**src/pcm_pkg.sv**
```systemverilog
// ----------------------------------------------------------------------------
// PID controller with selectable modes: shared package
// Types, widths and codes used by the controller, the datapath and the top.
// ----------------------------------------------------------------------------
package pcm_pkg;

   // Width of a Q-format data word (measurement, gains, drive).
   localparam int DATA_W  = 32;
   // Width of the integral limit register.
   localparam int LIMIT_W = 31;
   // Shared multiplier operands and product.
   localparam int MUL_W   = 33;
   localparam int PROD_W  = 2 * MUL_W;
   // Drive accumulator; the three terms together stay far below this.
   localparam int SUM_W   = PROD_W + 2;

   // Configuration register indexes.
   localparam int CSR_IDX_W = 3;
   localparam logic [CSR_IDX_W-1:0] REG_MODE      = 3'd0;
   localparam logic [CSR_IDX_W-1:0] REG_TARGET    = 3'd1;
   localparam logic [CSR_IDX_W-1:0] REG_GAIN_P    = 3'd2;
   localparam logic [CSR_IDX_W-1:0] REG_GAIN_I    = 3'd3;
   localparam logic [CSR_IDX_W-1:0] REG_GAIN_D    = 3'd4;
   localparam logic [CSR_IDX_W-1:0] REG_TIME_STEP = 3'd5;
   localparam logic [CSR_IDX_W-1:0] REG_LIMIT     = 3'd6;

   // Controller modes.
   localparam logic [1:0] MODE_P   = 2'd0;
   localparam logic [1:0] MODE_PI  = 2'd1;
   localparam logic [1:0] MODE_PD  = 2'd2;
   localparam logic [1:0] MODE_PID = 2'd3;

   // Item kinds carried on the request user field.
   localparam logic FUNC_UPDATE = 1'b0;
   localparam logic FUNC_CLEAR  = 1'b1;

   // Limit on the derivative term and the saturation bounds of the drive.
   localparam logic signed [PROD_W-1:0] TERM_MAX  = PROD_W'(1) << 48;
   localparam logic signed [PROD_W-1:0] TERM_MIN  = -TERM_MAX;
   localparam logic signed [SUM_W-1:0]  DRIVE_MAX = SUM_W'(32'h7FFF_FFFF);
   localparam logic signed [SUM_W-1:0]  DRIVE_MIN = {{(SUM_W - 31){1'b1}}, 31'b0};

   // Datapath operations, one per cycle.
   typedef enum logic [3:0] {
      OP_NONE,
      OP_LOAD,
      OP_ERROR,
      OP_MUL_P,
      OP_MUL_TS,
      OP_MUL_I,
      OP_MUL_DH,
      OP_MUL_DL,
      OP_ADD_PROD,
      OP_INTEG,
      OP_DIV_INIT,
      OP_DIV_STEP,
      OP_DIV_END,
      OP_ADD_D,
      OP_FINISH
   } op_type;

   // Command from the controller to the datapath.
   typedef struct packed {
      op_type op;
   } cmd_type;

   // Status from the datapath to the controller.
   typedef struct packed {
      logic func;
      logic use_i;
      logic use_d;
      logic out_free;
   } status_type;

endpackage

```
**src/pcm_ctrl.sv**
```systemverilog
// ----------------------------------------------------------------------------
// PID controller: sequencing state machine
// Steps one item through error, gain products, integral update, the
// derivative division and the final saturation, one datapath operation
// per cycle, holding in the final step until the result slot is free.
// ----------------------------------------------------------------------------
module pcm_ctrl #(
   parameter int FRAC_BITS = 16
) (
   input  logic               clock,
   input  logic               reset,
   input  logic               req_tvalid,
   output logic               req_tready,
   input  pcm_pkg::status_type status,
   output pcm_pkg::cmd_type    cmd
);
   import pcm_pkg::*;

   localparam int DIV_STEPS = 32 + FRAC_BITS;
   localparam int STEP_W    = $clog2(DIV_STEPS);

   typedef enum logic [3:0] {
      S_IDLE,
      S_ERR,
      S_MUL_P,
      S_ADD_P,
      S_MUL_TS,
      S_INTEG,
      S_MUL_I,
      S_ADD_I,
      S_DIV_INIT,
      S_DIV_STEP,
      S_DIV_END,
      S_MUL_DH,
      S_MUL_DL,
      S_ADD_D,
      S_FINISH
   } state_type;

   state_type          state_ff;
   logic [STEP_W-1:0]  count_ff;

   assign req_tready = (state_ff == S_IDLE);

   // Operation for the current state.
   always_comb begin
      cmd.op = OP_NONE;
      case (state_ff)
         S_IDLE:     cmd.op = req_tvalid ? OP_LOAD : OP_NONE;
         S_ERR:      cmd.op = (status.func == FUNC_CLEAR) ? OP_NONE : OP_ERROR;
         S_MUL_P:    cmd.op = OP_MUL_P;
         S_ADD_P:    cmd.op = OP_ADD_PROD;
         S_MUL_TS:   cmd.op = OP_MUL_TS;
         S_INTEG:    cmd.op = OP_INTEG;
         S_MUL_I:    cmd.op = OP_MUL_I;
         S_ADD_I:    cmd.op = OP_ADD_PROD;
         S_DIV_INIT: cmd.op = OP_DIV_INIT;
         S_DIV_STEP: cmd.op = OP_DIV_STEP;
         S_DIV_END:  cmd.op = OP_DIV_END;
         S_MUL_DH:   cmd.op = OP_MUL_DH;
         S_MUL_DL:   cmd.op = OP_MUL_DL;
         S_ADD_D:    cmd.op = OP_ADD_D;
         S_FINISH:   cmd.op = status.out_free ? OP_FINISH : OP_NONE;
         default:    cmd.op = OP_NONE;
      endcase
   end

   // State and divider step counter.
   always_ff @(posedge clock) begin
      if (reset) begin
         state_ff <= S_IDLE;
         count_ff <= '0;
      end else begin
         case (state_ff)
            S_IDLE: begin
               if (req_tvalid) state_ff <= S_ERR;
            end
            S_ERR: begin
               state_ff <= (status.func == FUNC_CLEAR) ? S_FINISH : S_MUL_P;
            end
            S_MUL_P:  state_ff <= S_ADD_P;
            S_ADD_P: begin
               if (status.use_i)      state_ff <= S_MUL_TS;
               else if (status.use_d) state_ff <= S_DIV_INIT;
               else                   state_ff <= S_FINISH;
            end
            S_MUL_TS: state_ff <= S_INTEG;
            S_INTEG:  state_ff <= S_MUL_I;
            S_MUL_I:  state_ff <= S_ADD_I;
            S_ADD_I: begin
               state_ff <= status.use_d ? S_DIV_INIT : S_FINISH;
            end
            S_DIV_INIT: begin
               count_ff <= '0;
               state_ff <= S_DIV_STEP;
            end
            S_DIV_STEP: begin
               count_ff <= count_ff + STEP_W'(1);
               if (count_ff == STEP_W'(DIV_STEPS - 1)) state_ff <= S_DIV_END;
            end
            S_DIV_END: state_ff <= S_MUL_DH;
            S_MUL_DH:  state_ff <= S_MUL_DL;
            S_MUL_DL:  state_ff <= S_ADD_D;
            S_ADD_D:   state_ff <= S_FINISH;
            S_FINISH: begin
               if (status.out_free) state_ff <= S_IDLE;
            end
            default: state_ff <= S_IDLE;
         endcase
      end
   end

endmodule

```
**config.mk**
```make
export PLATFORM = sky130hd
export DESIGN_NAME = pcm_ctrl
export DESIGN_NICKNAME = d
export VERILOG_FILES = /design/src/pcm_pkg.sv /design/src/pcm_ctrl.sv
export SDC_FILE = /design/constraint.sdc
export NUM_CORES = 1
export LEC_CHECK = 0
export BUFFER_PORTS_ARGS = -buffer_cell sky130_fd_sc_hd__buf_2
export CAP_MARGIN = 0
export CORE_MARGIN = 2
export CORE_UTILIZATION = 50
export DETAILED_ROUTE_END_ITERATION = 10
export PLACE_DENSITY = 0.79
export REMOVE_ABC_BUFFERS = 1
export SYNTH_ARGS = -nofsm -noshare
export SYNTH_HDL_FRONTEND = slang
export SYNTH_SLANG_ARGS = --single-unit
```
**constraint.sdc**
```tcl
create_clock -name clock -period 2.66 [get_ports clock]
set_input_delay 0.266 -clock clock [delete_from_list [all_inputs] [get_ports clock]]
set_output_delay 0.266 -clock clock [all_outputs]
set_load 0.005 [all_outputs]
```
Word level (Yosys, flattened, before mapping)
Cells that the tools add are included.
Word-level totals
  register bits after elaboration: 10
  latch bits: 0
  bits in writable memories: 0
  ROM bits: 0
  input bits: 7
  logic and storage cells: 37
  memories: 0
Cells by class
  add/sub/neg operators: 1
  multiply operators: 0
  div/mod/pow operators: 0
  $lt $le $gt $ge: 0
  eq/ne operators: 18
  shifts and indexed selects: 0
  muxes and demuxes: 12
  bitwise operators: 0
  reduce and logical (&&, ||, !) cells: 4
Operator list (count)
  case mux 4 bit (15 select lines): 1
  case mux 4 bit (14 select lines): 1
  equality test 4 bit, second input constant: 7
  two-way mux 4 bit: 6
  equality test 4 x 3 -> 1 bit, second input constant: 4
  case mux 6 bit (2 select lines): 1
  equality test 4 x 2 -> 1 bit, second input constant: 2
  adder 6 x 1 -> 6 bit, second input constant: 1
  equality test 6 bit, second input constant: 1
  inequality test 2 bit, second input constant: 3
  equality test 4 x 1 -> 1 bit, second input constant: 1
  logical NOT 4 bit: 1
  two-way mux 3 bit: 1
  AND reduction 3 bit: 1
  two-way mux 2 bit: 1
  nonzero test 2 bit: 1
  OR reduction 2 bit: 1
  two-way mux 1 bit: 1

Logic depth before layout (Yosys ltp)
Gate-level depths: netlist of the first run.
  word-level depth: 3
  gate-level depth with buffers: 6
  mapped depth without buffers: 5

Worst setup path before layout of the first run
No wires, ideal clock.
  path kind: reg-to-output
  start point: register state_ff[0]
  end point: output port cmd[1] (netlist bit)
  arrival time: 0.972 ns
  data required time: 2.394 ns
  slack: 1.422 ns
  cell stages (with the launch flop): 6
  path through: dfxtp_1 > buf_2 > buf_2 > o21ai_0 > o31a_1 > o21ai_0
RTL lines
  start, declared: RTL line pcm_ctrl.sv:40  | state_type state_ff;
  start signal, assigned: RTL line pcm_ctrl.sv:79  | state_ff <= (status.func == FUNC_CLEAR) ? S_FINISH : S_MUL_P;
  start signal, assigned: RTL line pcm_ctrl.sv:91  | state_ff <= status.use_d ? S_DIV_INIT : S_FINISH;
  end, declared: RTL line pcm_ctrl.sv:15  | output pcm_pkg::cmd_type cmd

==> impl_metrics.toml, run 1 <==
[route]
avgViaCountPerCell = 5.880
drtIter0Drc = 20
routedWlPerCell_um = 12.91
dr.pass1.iters = 4
drc_errors = 0
finalWirelength_um = 1510
num_vias = 688
ant_nets = 0

[yosys]
yosys_warnings = 0
synth.distinct_cells = 35
synth-seq-cells = 10
ys_seq_area_share_pct = 28.27
synth_top_cell_area_share_pct = 28.27
synth_edf_count = 0
yosys.area.top_type = "dfxtp_1"
synth.avg_cell_area_um2 = 7.455
synth_area_leaders = "dfxtp_1 28%, nor2_1 6.4%, a21oi_1 5.7%"
syn_inst = 95
synthArstFlopShare_pct = 0
ys.flop_type = "dfxtp_1"
syn_area_um2 = 708.2

[setup_path]
path_depth = 5
crit_required_ns = 2.39
reg2regPathDepth = 4
crit_slowest_cell = "dfxtp_1"
worstSetupPathType = "reg2out"
cp_num_buf_inv = 2
end_kind = "output port"
endpoint = "cmd[3]"
crit_family = "flip-flops"
cp.arrival_ns = 1.71
crit_chain = "inv_1 -> nand2_1 -> a21oi_1 -> a311oi_1 -> buf_2"
cp-startpoint = "state_ff[0]"
reg2reg_slack_ns = 0.95
cpPeakStageDelay_ns = 0.63
reg2reg_to = "state_ff[1]"
r2r_start = "state_ff[3]"
startpoint_type = "register"
critPathMaxFanout = 17

[pwr]
fin_total_pwr_uw = 482.7
p_leak_uw = 0.0002775
irDropWorstVdd_v = 0.0003988
powerDensity_nw_per_um2 = 624.2

[placed_design]
dp_hpwl_um = 1099
dpl.cell_count = 113
portBuffers = 11
gp_congestion = 0.8208

[sta]
tightest_slew_ns = 0.5954
slew_violations = 0
finalHoldViolCount = 0
finalSetupViolCount = 0
fin_setup_tns_ns = 0
finalCritPeriodShare_pct = 74.15
maxSlewHeadroom_pct = 60.25
finClkSkew_ns = 0.003901
min_period_ns = 1.972
clock.fmax_mhz = 507.0
rsz0062_at_grt = "no"

[layout]
layout_common_cells = "12 x nor2_1, 11 x buf_2, 10 x dfxtp_1"
drive_gt1_share_pct = 18.63
fin_nets = 111
area_growth_pct = 9.187
fillers = 122
fin_cells = 117
num_antenna_cells = 0
final_common_cell = "nor2_1"

[cts]
cts.sinks = 10
cts_tree = "built"
cts_max_level = 1
ctsHoldBuffers = 0
clock_latency_ns = 0.27
cts_made_buffers = 3
cts_setup_buffers = 0
clkTransAtPathRegs_ns = 0.06
cts-root-buf = "clkbuf_4"
cts_resized = 0
clock_path_buffers = 2

[grt]
gr-total-overflow = 0
grt_use_total_pct = 19.89
grt_pass1_vias = 583
antenna_found_initial = 0
grt_max_degree = 21
grt_pass1_wl_um = 2608

[die]
row_count = 13
die_area_um2 = 1733
start_util_pct = 53.75
die_h_um = 41.64
fp.dieW_um = 41.64
io_pins = 12
core_area_um2 = 1318

[job]
maxCapViolCount = 0

[hold_path]
min_path_type = "in2reg"

[status]
outcome = "complete, no violations"
cell type report:
cell class	count	area, um2	share of cell area (%)
multi-input cells	74	451.7	58.41
flip-flops and latches	10	200.2	25.89
repair buffers	11	55.05	7.120
clock buffers	4	36.28	4.693
well taps	15	18.77	2.427
inverters	3	11.26	1.456
worst min-delay path by stage:
| stage | startpoint | endpoint | slack (ns) | depth (start not counted) |
|---|---|---|---|---|
| 2_1_floorplan | reset | count_ff[1] | 0.34 | 1 |
| 3_3_place_gp | count_ff[1] | count_ff[1] | 0.48 | 2 |
| 3_5_place_dp | count_ff[1] | count_ff[1] | 0.49 | 2 |
| 4_1_cts | reset | state_ff[0] | 0.24 | 2 |
| 5_1_grt | reset | count_ff[1] | 0.26 | 2 |
| 6_report | reset | state_ff[0] | 0.26 | 2 |
registers in the layout, indices dropped and copies added, names as in the netlist:
name / cells
count_ff: 6
state_ff: 4
cell usage after synthesis (3+ instances only):
cell type	instances
buf_2	6
nand4_1	4
o211ai_1	3
o21ai_0	7
dfxtp_1	10
nor2_1	12
inv_1	3
nand2_1	9
a21oi_1	8
nand3_1	3
xnor2_1	3
kinds of logic (layout without fill, tap and decap cells):
kind of cell / count (synthesis) / count (layout) / share of synthesized area (%)
adder cells (fa/ha/maj): 1 / 1 / 1.767
XOR/XNOR: 5 / 5 / 6.185
flip-flops: 10 / 10 / 28.27
buffers and inverters: 11 / 18 / 7.950
AO/OA/AOI/OAI: 30 / 30 / 26.33
AND/OR/NAND/NOR: 38 / 38 / 29.51
report_power, final:
part           switching, uW  internal, uW  total, uW
registers               45.6           162        207
logic                   69.5          68.8        138
clock network           53.7          83.2        137
per-layer routing:
| metal | track usage (%) | vias up | part of all wire [%] |
|---|---|---|---|
| met2 | 29.38 | 24 | 48 |
| met3 | 7.826 | 4 | 5.9 |
| met1 | 25.07 | 306 | 44 |
| met5 | 0 | - | 0 |
| li1 | - | 354 | - |
| met4 | 9.677 | 0 | 2.1 |
per-stage QoR:
stage	setup WS, ns	hold WS, ns	area, um2	utilization [%]
floorplan	1.232	0.3351	663.1	-
global placement	0.9391	0.4823	737.0	55.94
detailed placement	0.9829	0.4897	737.0	55.94
CTS	0.6818	0.2420	773.2	58.69
global route	0.4893	0.2582	773.2	58.69
finish	0.6875	0.2568	773.2	58.69
No activity file was read; power rests on OpenSTA's default activity.
==> run 2, diff against run 1 <==
- clock period: 2.66 -> 1.9 ns (I/O delays scaled with it)
==> impl_metrics.toml, run 2 (synthesized netlist as in run 1, its figures left out) <==
[status]
outcome = "complete, no violations"

[cts]
clock_latency_ns = 0.26
ctsHoldBuffers = 0
clock_path_buffers = 2
clkTransAtPathRegs_ns = 0.07
cts_made_buffers = 3
cts-root-buf = "clkbuf_4"
cts.sinks = 10
cts_tree = "built"
cts_max_level = 1
cts_setup_buffers = 0
cts_resized = 0

[setup_path]
cp.arrival_ns = 1.44
worstSetupPathType = "reg2out"
startpoint_type = "register"
reg2reg_slack_ns = 0.49
crit_required_ns = 1.71
cpPeakStageDelay_ns = 0.52
critPathMaxFanout = 17
crit_chain = "inv_1 -> o31a_1 -> o21ai_0 -> buf_2"
end_kind = "output port"
crit_slowest_cell = "dfxtp_2"

[sta]
rsz0062_at_grt = "no"
min_period_ns = 1.629
fin_setup_tns_ns = 0
finClkSkew_ns = 0.006967
slew_violations = 0
finalHoldViolCount = 0
tightest_slew_ns = 0.3257
setup_slack_ns = 0.2711
finalCritPeriodShare_pct = 85.73
clock.fmax_mhz = 613.9
finalSetupViolCount = 0
maxSlewHeadroom_pct = 78.19

[grt]
antenna_found_initial = 0
grt_max_degree = 18
grt_pass1_wl_um = 2553
gr-total-overflow = 0
grt_pass1_vias = 585
grt_use_total_pct = 18.64

[pwr]
powerDensity_nw_per_um2 = 862.1
p_leak_uw = 0.0002888
p_switching_uw = 233.3
internal_power_uw = 448.4
fin_total_pwr_uw = 681.7
swShare_pct = 34.23
pwr-share-comb_pct = 33.1
p_seq_share_pct = 39.6
p_clk_share_pct = 27.4
irDropWorstVdd_v = 0.0004605

[job]
maxCapViolCount = 0

[die]
io_pins = 12
die_h_um = 41.64
die_area_um2 = 1733
start_util_pct = 53.75
core_area_um2 = 1318
fp.dieW_um = 41.64
row_count = 13

[layout]
drive_gt1_share_pct = 22.12
largestRegisters = "count_ff (6), state_ff (4)"
regMostFlops = "count_ff"
layout_common_cells = "12 x nor2_1, 11 x buf_2, 9 x nand2_1"
fin_nets = 113
area_growth_pct = 11.66
fillers = 122
final_common_cell = "nor2_1"
fin_cells = 119
num_antenna_cells = 0
post-route-util_pct = 60.02
largest_reg_flops = 6

[route]
dr.pass1.iters = 4
ant_nets = 0
drc_errors = 0
avgViaCountPerCell = 5.815
num_vias = 692
drtIter0Drc = 14
finalWirelength_um = 1459
routedWlPerCell_um = 12.26

[placed_design]
portBuffers = 11
dp_hpwl_um = 1083
dpl.cell_count = 115
pre_cts_ws_ns = 0.3584
gp_congestion = 0.8283

[hold_path]
min_path_type = "in2reg"
run 2: through the flow:
step                      area (um2)  hold slack [ns]
final                          790.8           0.1974
after global routing           790.8           0.1811
after CTS                      788.3           0.1831
after detailed placement       752.0           0.4667
after global placement         752.0           0.4620
after floorplan                663.1           0.2591
run 2: final timing paths:
kind / to / depth (start not counted) / startpoint
hold / removal: count_ff[1] / 2 / reset
setup / recovery: cmd[1] / 4 / state_ff[1]
hold reg to reg: count_ff[1] / 2 / count_ff[1]
setup reg to reg: state_ff[1] / 5 / count_ff[0]
run 2: area by class of cell:
cell class | count | area (um2) | share of cell area [%]
Clock buffer | 4 | 36.28 | 4.589
Inverter | 3 | 11.26 | 1.424
Multi-Input combinational cell | 74 | 451.7 | 57.12
Sequential cell | 10 | 202.7 | 25.63
Tap cell | 15 | 18.77 | 2.373
Timing Repair Buffer | 13 | 70.07 | 8.861
run 2: critical path, delay by kind of cell (launching register included):
family          cells  cell delay [ns]
compound gates      2             0.38
flops               1             0.52
buf+inv             2             0.27
run 2: power by group through the flow:
stage,Sequential [uW],Clock [uW],Combinational [uW]
floorplan,280,0,136
global placement,271,0,221
detailed placement,271,0,225
CTS,267,191,226
global route,275,207,254
finish,270,187,225
run 2: routing by layer:
metal / share of wire, % / routed length (um) / up-vias / GRT usage, %
met1: 51 / 740 / 319 / 25.41
met5: 0 / 0 / - / 0
met2: 45 / 656 / 14 / 28.75
met3: 4.2 / 62 / 0 / 6.957
li1: - / - / 359 / -
met4: 0 / 0 / 0 / 2.581
==> run 3, diff against run 2 <==
- clock period: 1.9 -> 1.75 ns (I/O delays scaled with it)
==> impl_metrics.toml, run 3 (synthesized netlist as in run 1, its figures left out) <==
[pwr]
p_switching_uw = 254.5
powerDensity_nw_per_um2 = 891.3
p_leak_uw = 0.0002871
p_seq_share_pct = 42.3
pwr-share-comb_pct = 35.5
swShare_pct = 36.34
internal_power_uw = 445.8
irDropWorstVdd_v = 0.0004492
p_clk_share_pct = 22.1

[grt]
grt_use_total_pct = 18.99
grt_pass1_wl_um = 2490
grt_pass1_vias = 559
grt_max_degree = 19
gr-total-overflow = 0
antenna_found_initial = 0

[layout]
area_growth_pct = 10.95
largestRegisters = "count_ff (6), state_ff (4)"
fin_area_um2 = 785.8
regMostFlops = "count_ff"
fin_nets = 114
post-route-util_pct = 59.64
num_antenna_cells = 0
final_common_cell = "nor2_1"
drive_gt1_share_pct = 23.08
fillers = 142
fin_cells = 119
layout_common_cells = "12 x nor2_1, 11 x buf_2, 9 x nand2_1"
largest_reg_flops = 6

[die]
core_area_um2 = 1318
die_area_um2 = 1733
io_pins = 12
die_h_um = 41.64
start_util_pct = 53.75
fp.dieW_um = 41.64
row_count = 13

[cts]
cts.sinks = 10
cts_made_buffers = 3
clkTransAtPathRegs_ns = 0.06
cts_tree = "built"
clock_path_buffers = 2
clock_latency_ns = 0.27
ctsHoldBuffers = 0
cts-root-buf = "clkbuf_4"
cts_max_level = 1
cts_setup_buffers = 0

[sta]
rsz0062_at_grt = "no"
slew_violations = 0
holdWs_ns = 0.1729
finalCritPeriodShare_pct = 90.69
finClkSkew_ns = 0.001726
finalSetupViolCount = 0
maxSlewHeadroom_pct = 79.28
tightest_slew_ns = 0.3095
fin_setup_tns_ns = 0
finalHoldViolCount = 0
min_period_ns = 1.587
clock.fmax_mhz = 630.1

[route]
num_vias = 727
avgViaCountPerCell = 6.109
drtIter0Drc = 22
drc_errors = 0
routedWlPerCell_um = 12.66
ant_nets = 0
dr.pass1.iters = 4
finalWirelength_um = 1507

[placed_design]
gp_congestion = 0.8639
dpl-instance-area_um2 = 759.5
dpl.cell_count = 116
portBuffers = 11
dp_hpwl_um = 1079

[setup_path]
cp.arrival_ns = 1.41
crit_required_ns = 1.57
worstSetupPathType = "reg2out"
startpoint_type = "register"
critPathMaxFanout = 10
cp-startpoint = "state_ff[0]"
end_kind = "output port"
reg2regPathDepth = 5
r2r_start = "count_ff[0]"

[hold_path]
hp-start = "reset"
hold_depth = 2
min_path_type = "in2reg"

[job]
maxCapViolCount = 0

[status]
outcome = "complete, no violations"
run 3: changes by cell type in the layout (fill, tap and decap cells not counted):
cell / delta
dfxtp_2: +1
dfxtp_1: -1
clkbuf_8: -1
buf_4: +1
run 3: final cells by class:
type,count,area [um2],area share [%]
multi-input cells,74,451.7,57.48
flip-flops and latches,10,203.9,25.96
repair buffers,14,77.57,9.873
clock buffers,3,22.52,2.866
well taps,15,18.77,2.389
inverters,3,11.26,1.433
run 3: path summary, 6_finish.rpt:
path,endpoint,slack (ns)
worst max-delay path,cmd[3],0.16
worst min register to register,count_ff[1],0.49
worst min-delay path,count_ff[2],0.17
worst max register to register,state_ff[1],0.34
run 3: metal layers:
layer / track usage, % / vias to the layer above / wire, um / part of all wire (%)
met1: 23.18 / 344 / 663 / 44
met5: 0 / - / 0 / 0
li1: - / 361 / - / -
met2: 28.44 / 18 / 727 / 48
met4: 9.677 / 0 / 34 / 2.3
met3: 7.826 / 4 / 81 / 5.4
run 3: through the flow:
step                      setup slack [ns]  power [uW]
after floorplan                     0.3480       450.8
after global placement              0.3060       541.4
after detailed placement            0.2904       544.2
after CTS                         0.005316       704.3
after global routing               0.06696       756.1
final                               0.1629       700.3
run 3: timing repair:
item,in CTS,in global routing
pin swaps,0,0
resized for setup,1,2
setup endpoints to repair,1,3
run 3: worst max-delay path: stages, from the launching register on:
cell      delay [ns]
dfxtp_2         0.42
inv_1           0.14
nand2_1         0.15
a21oi_1         0.06
a311oi_1        0.23
buf_2           0.15
run 3: power groups by stage:
stage          Clock (uW)  Sequential, uW  Combinational (uW)
2_1_floorplan           0             304                 147
3_3_place_gp            0             295                 246
3_5_place_dp            0             296                 248
4_1_cts               163             292                 249
5_1_grt               177             301                 278
6_report              155             297                 249
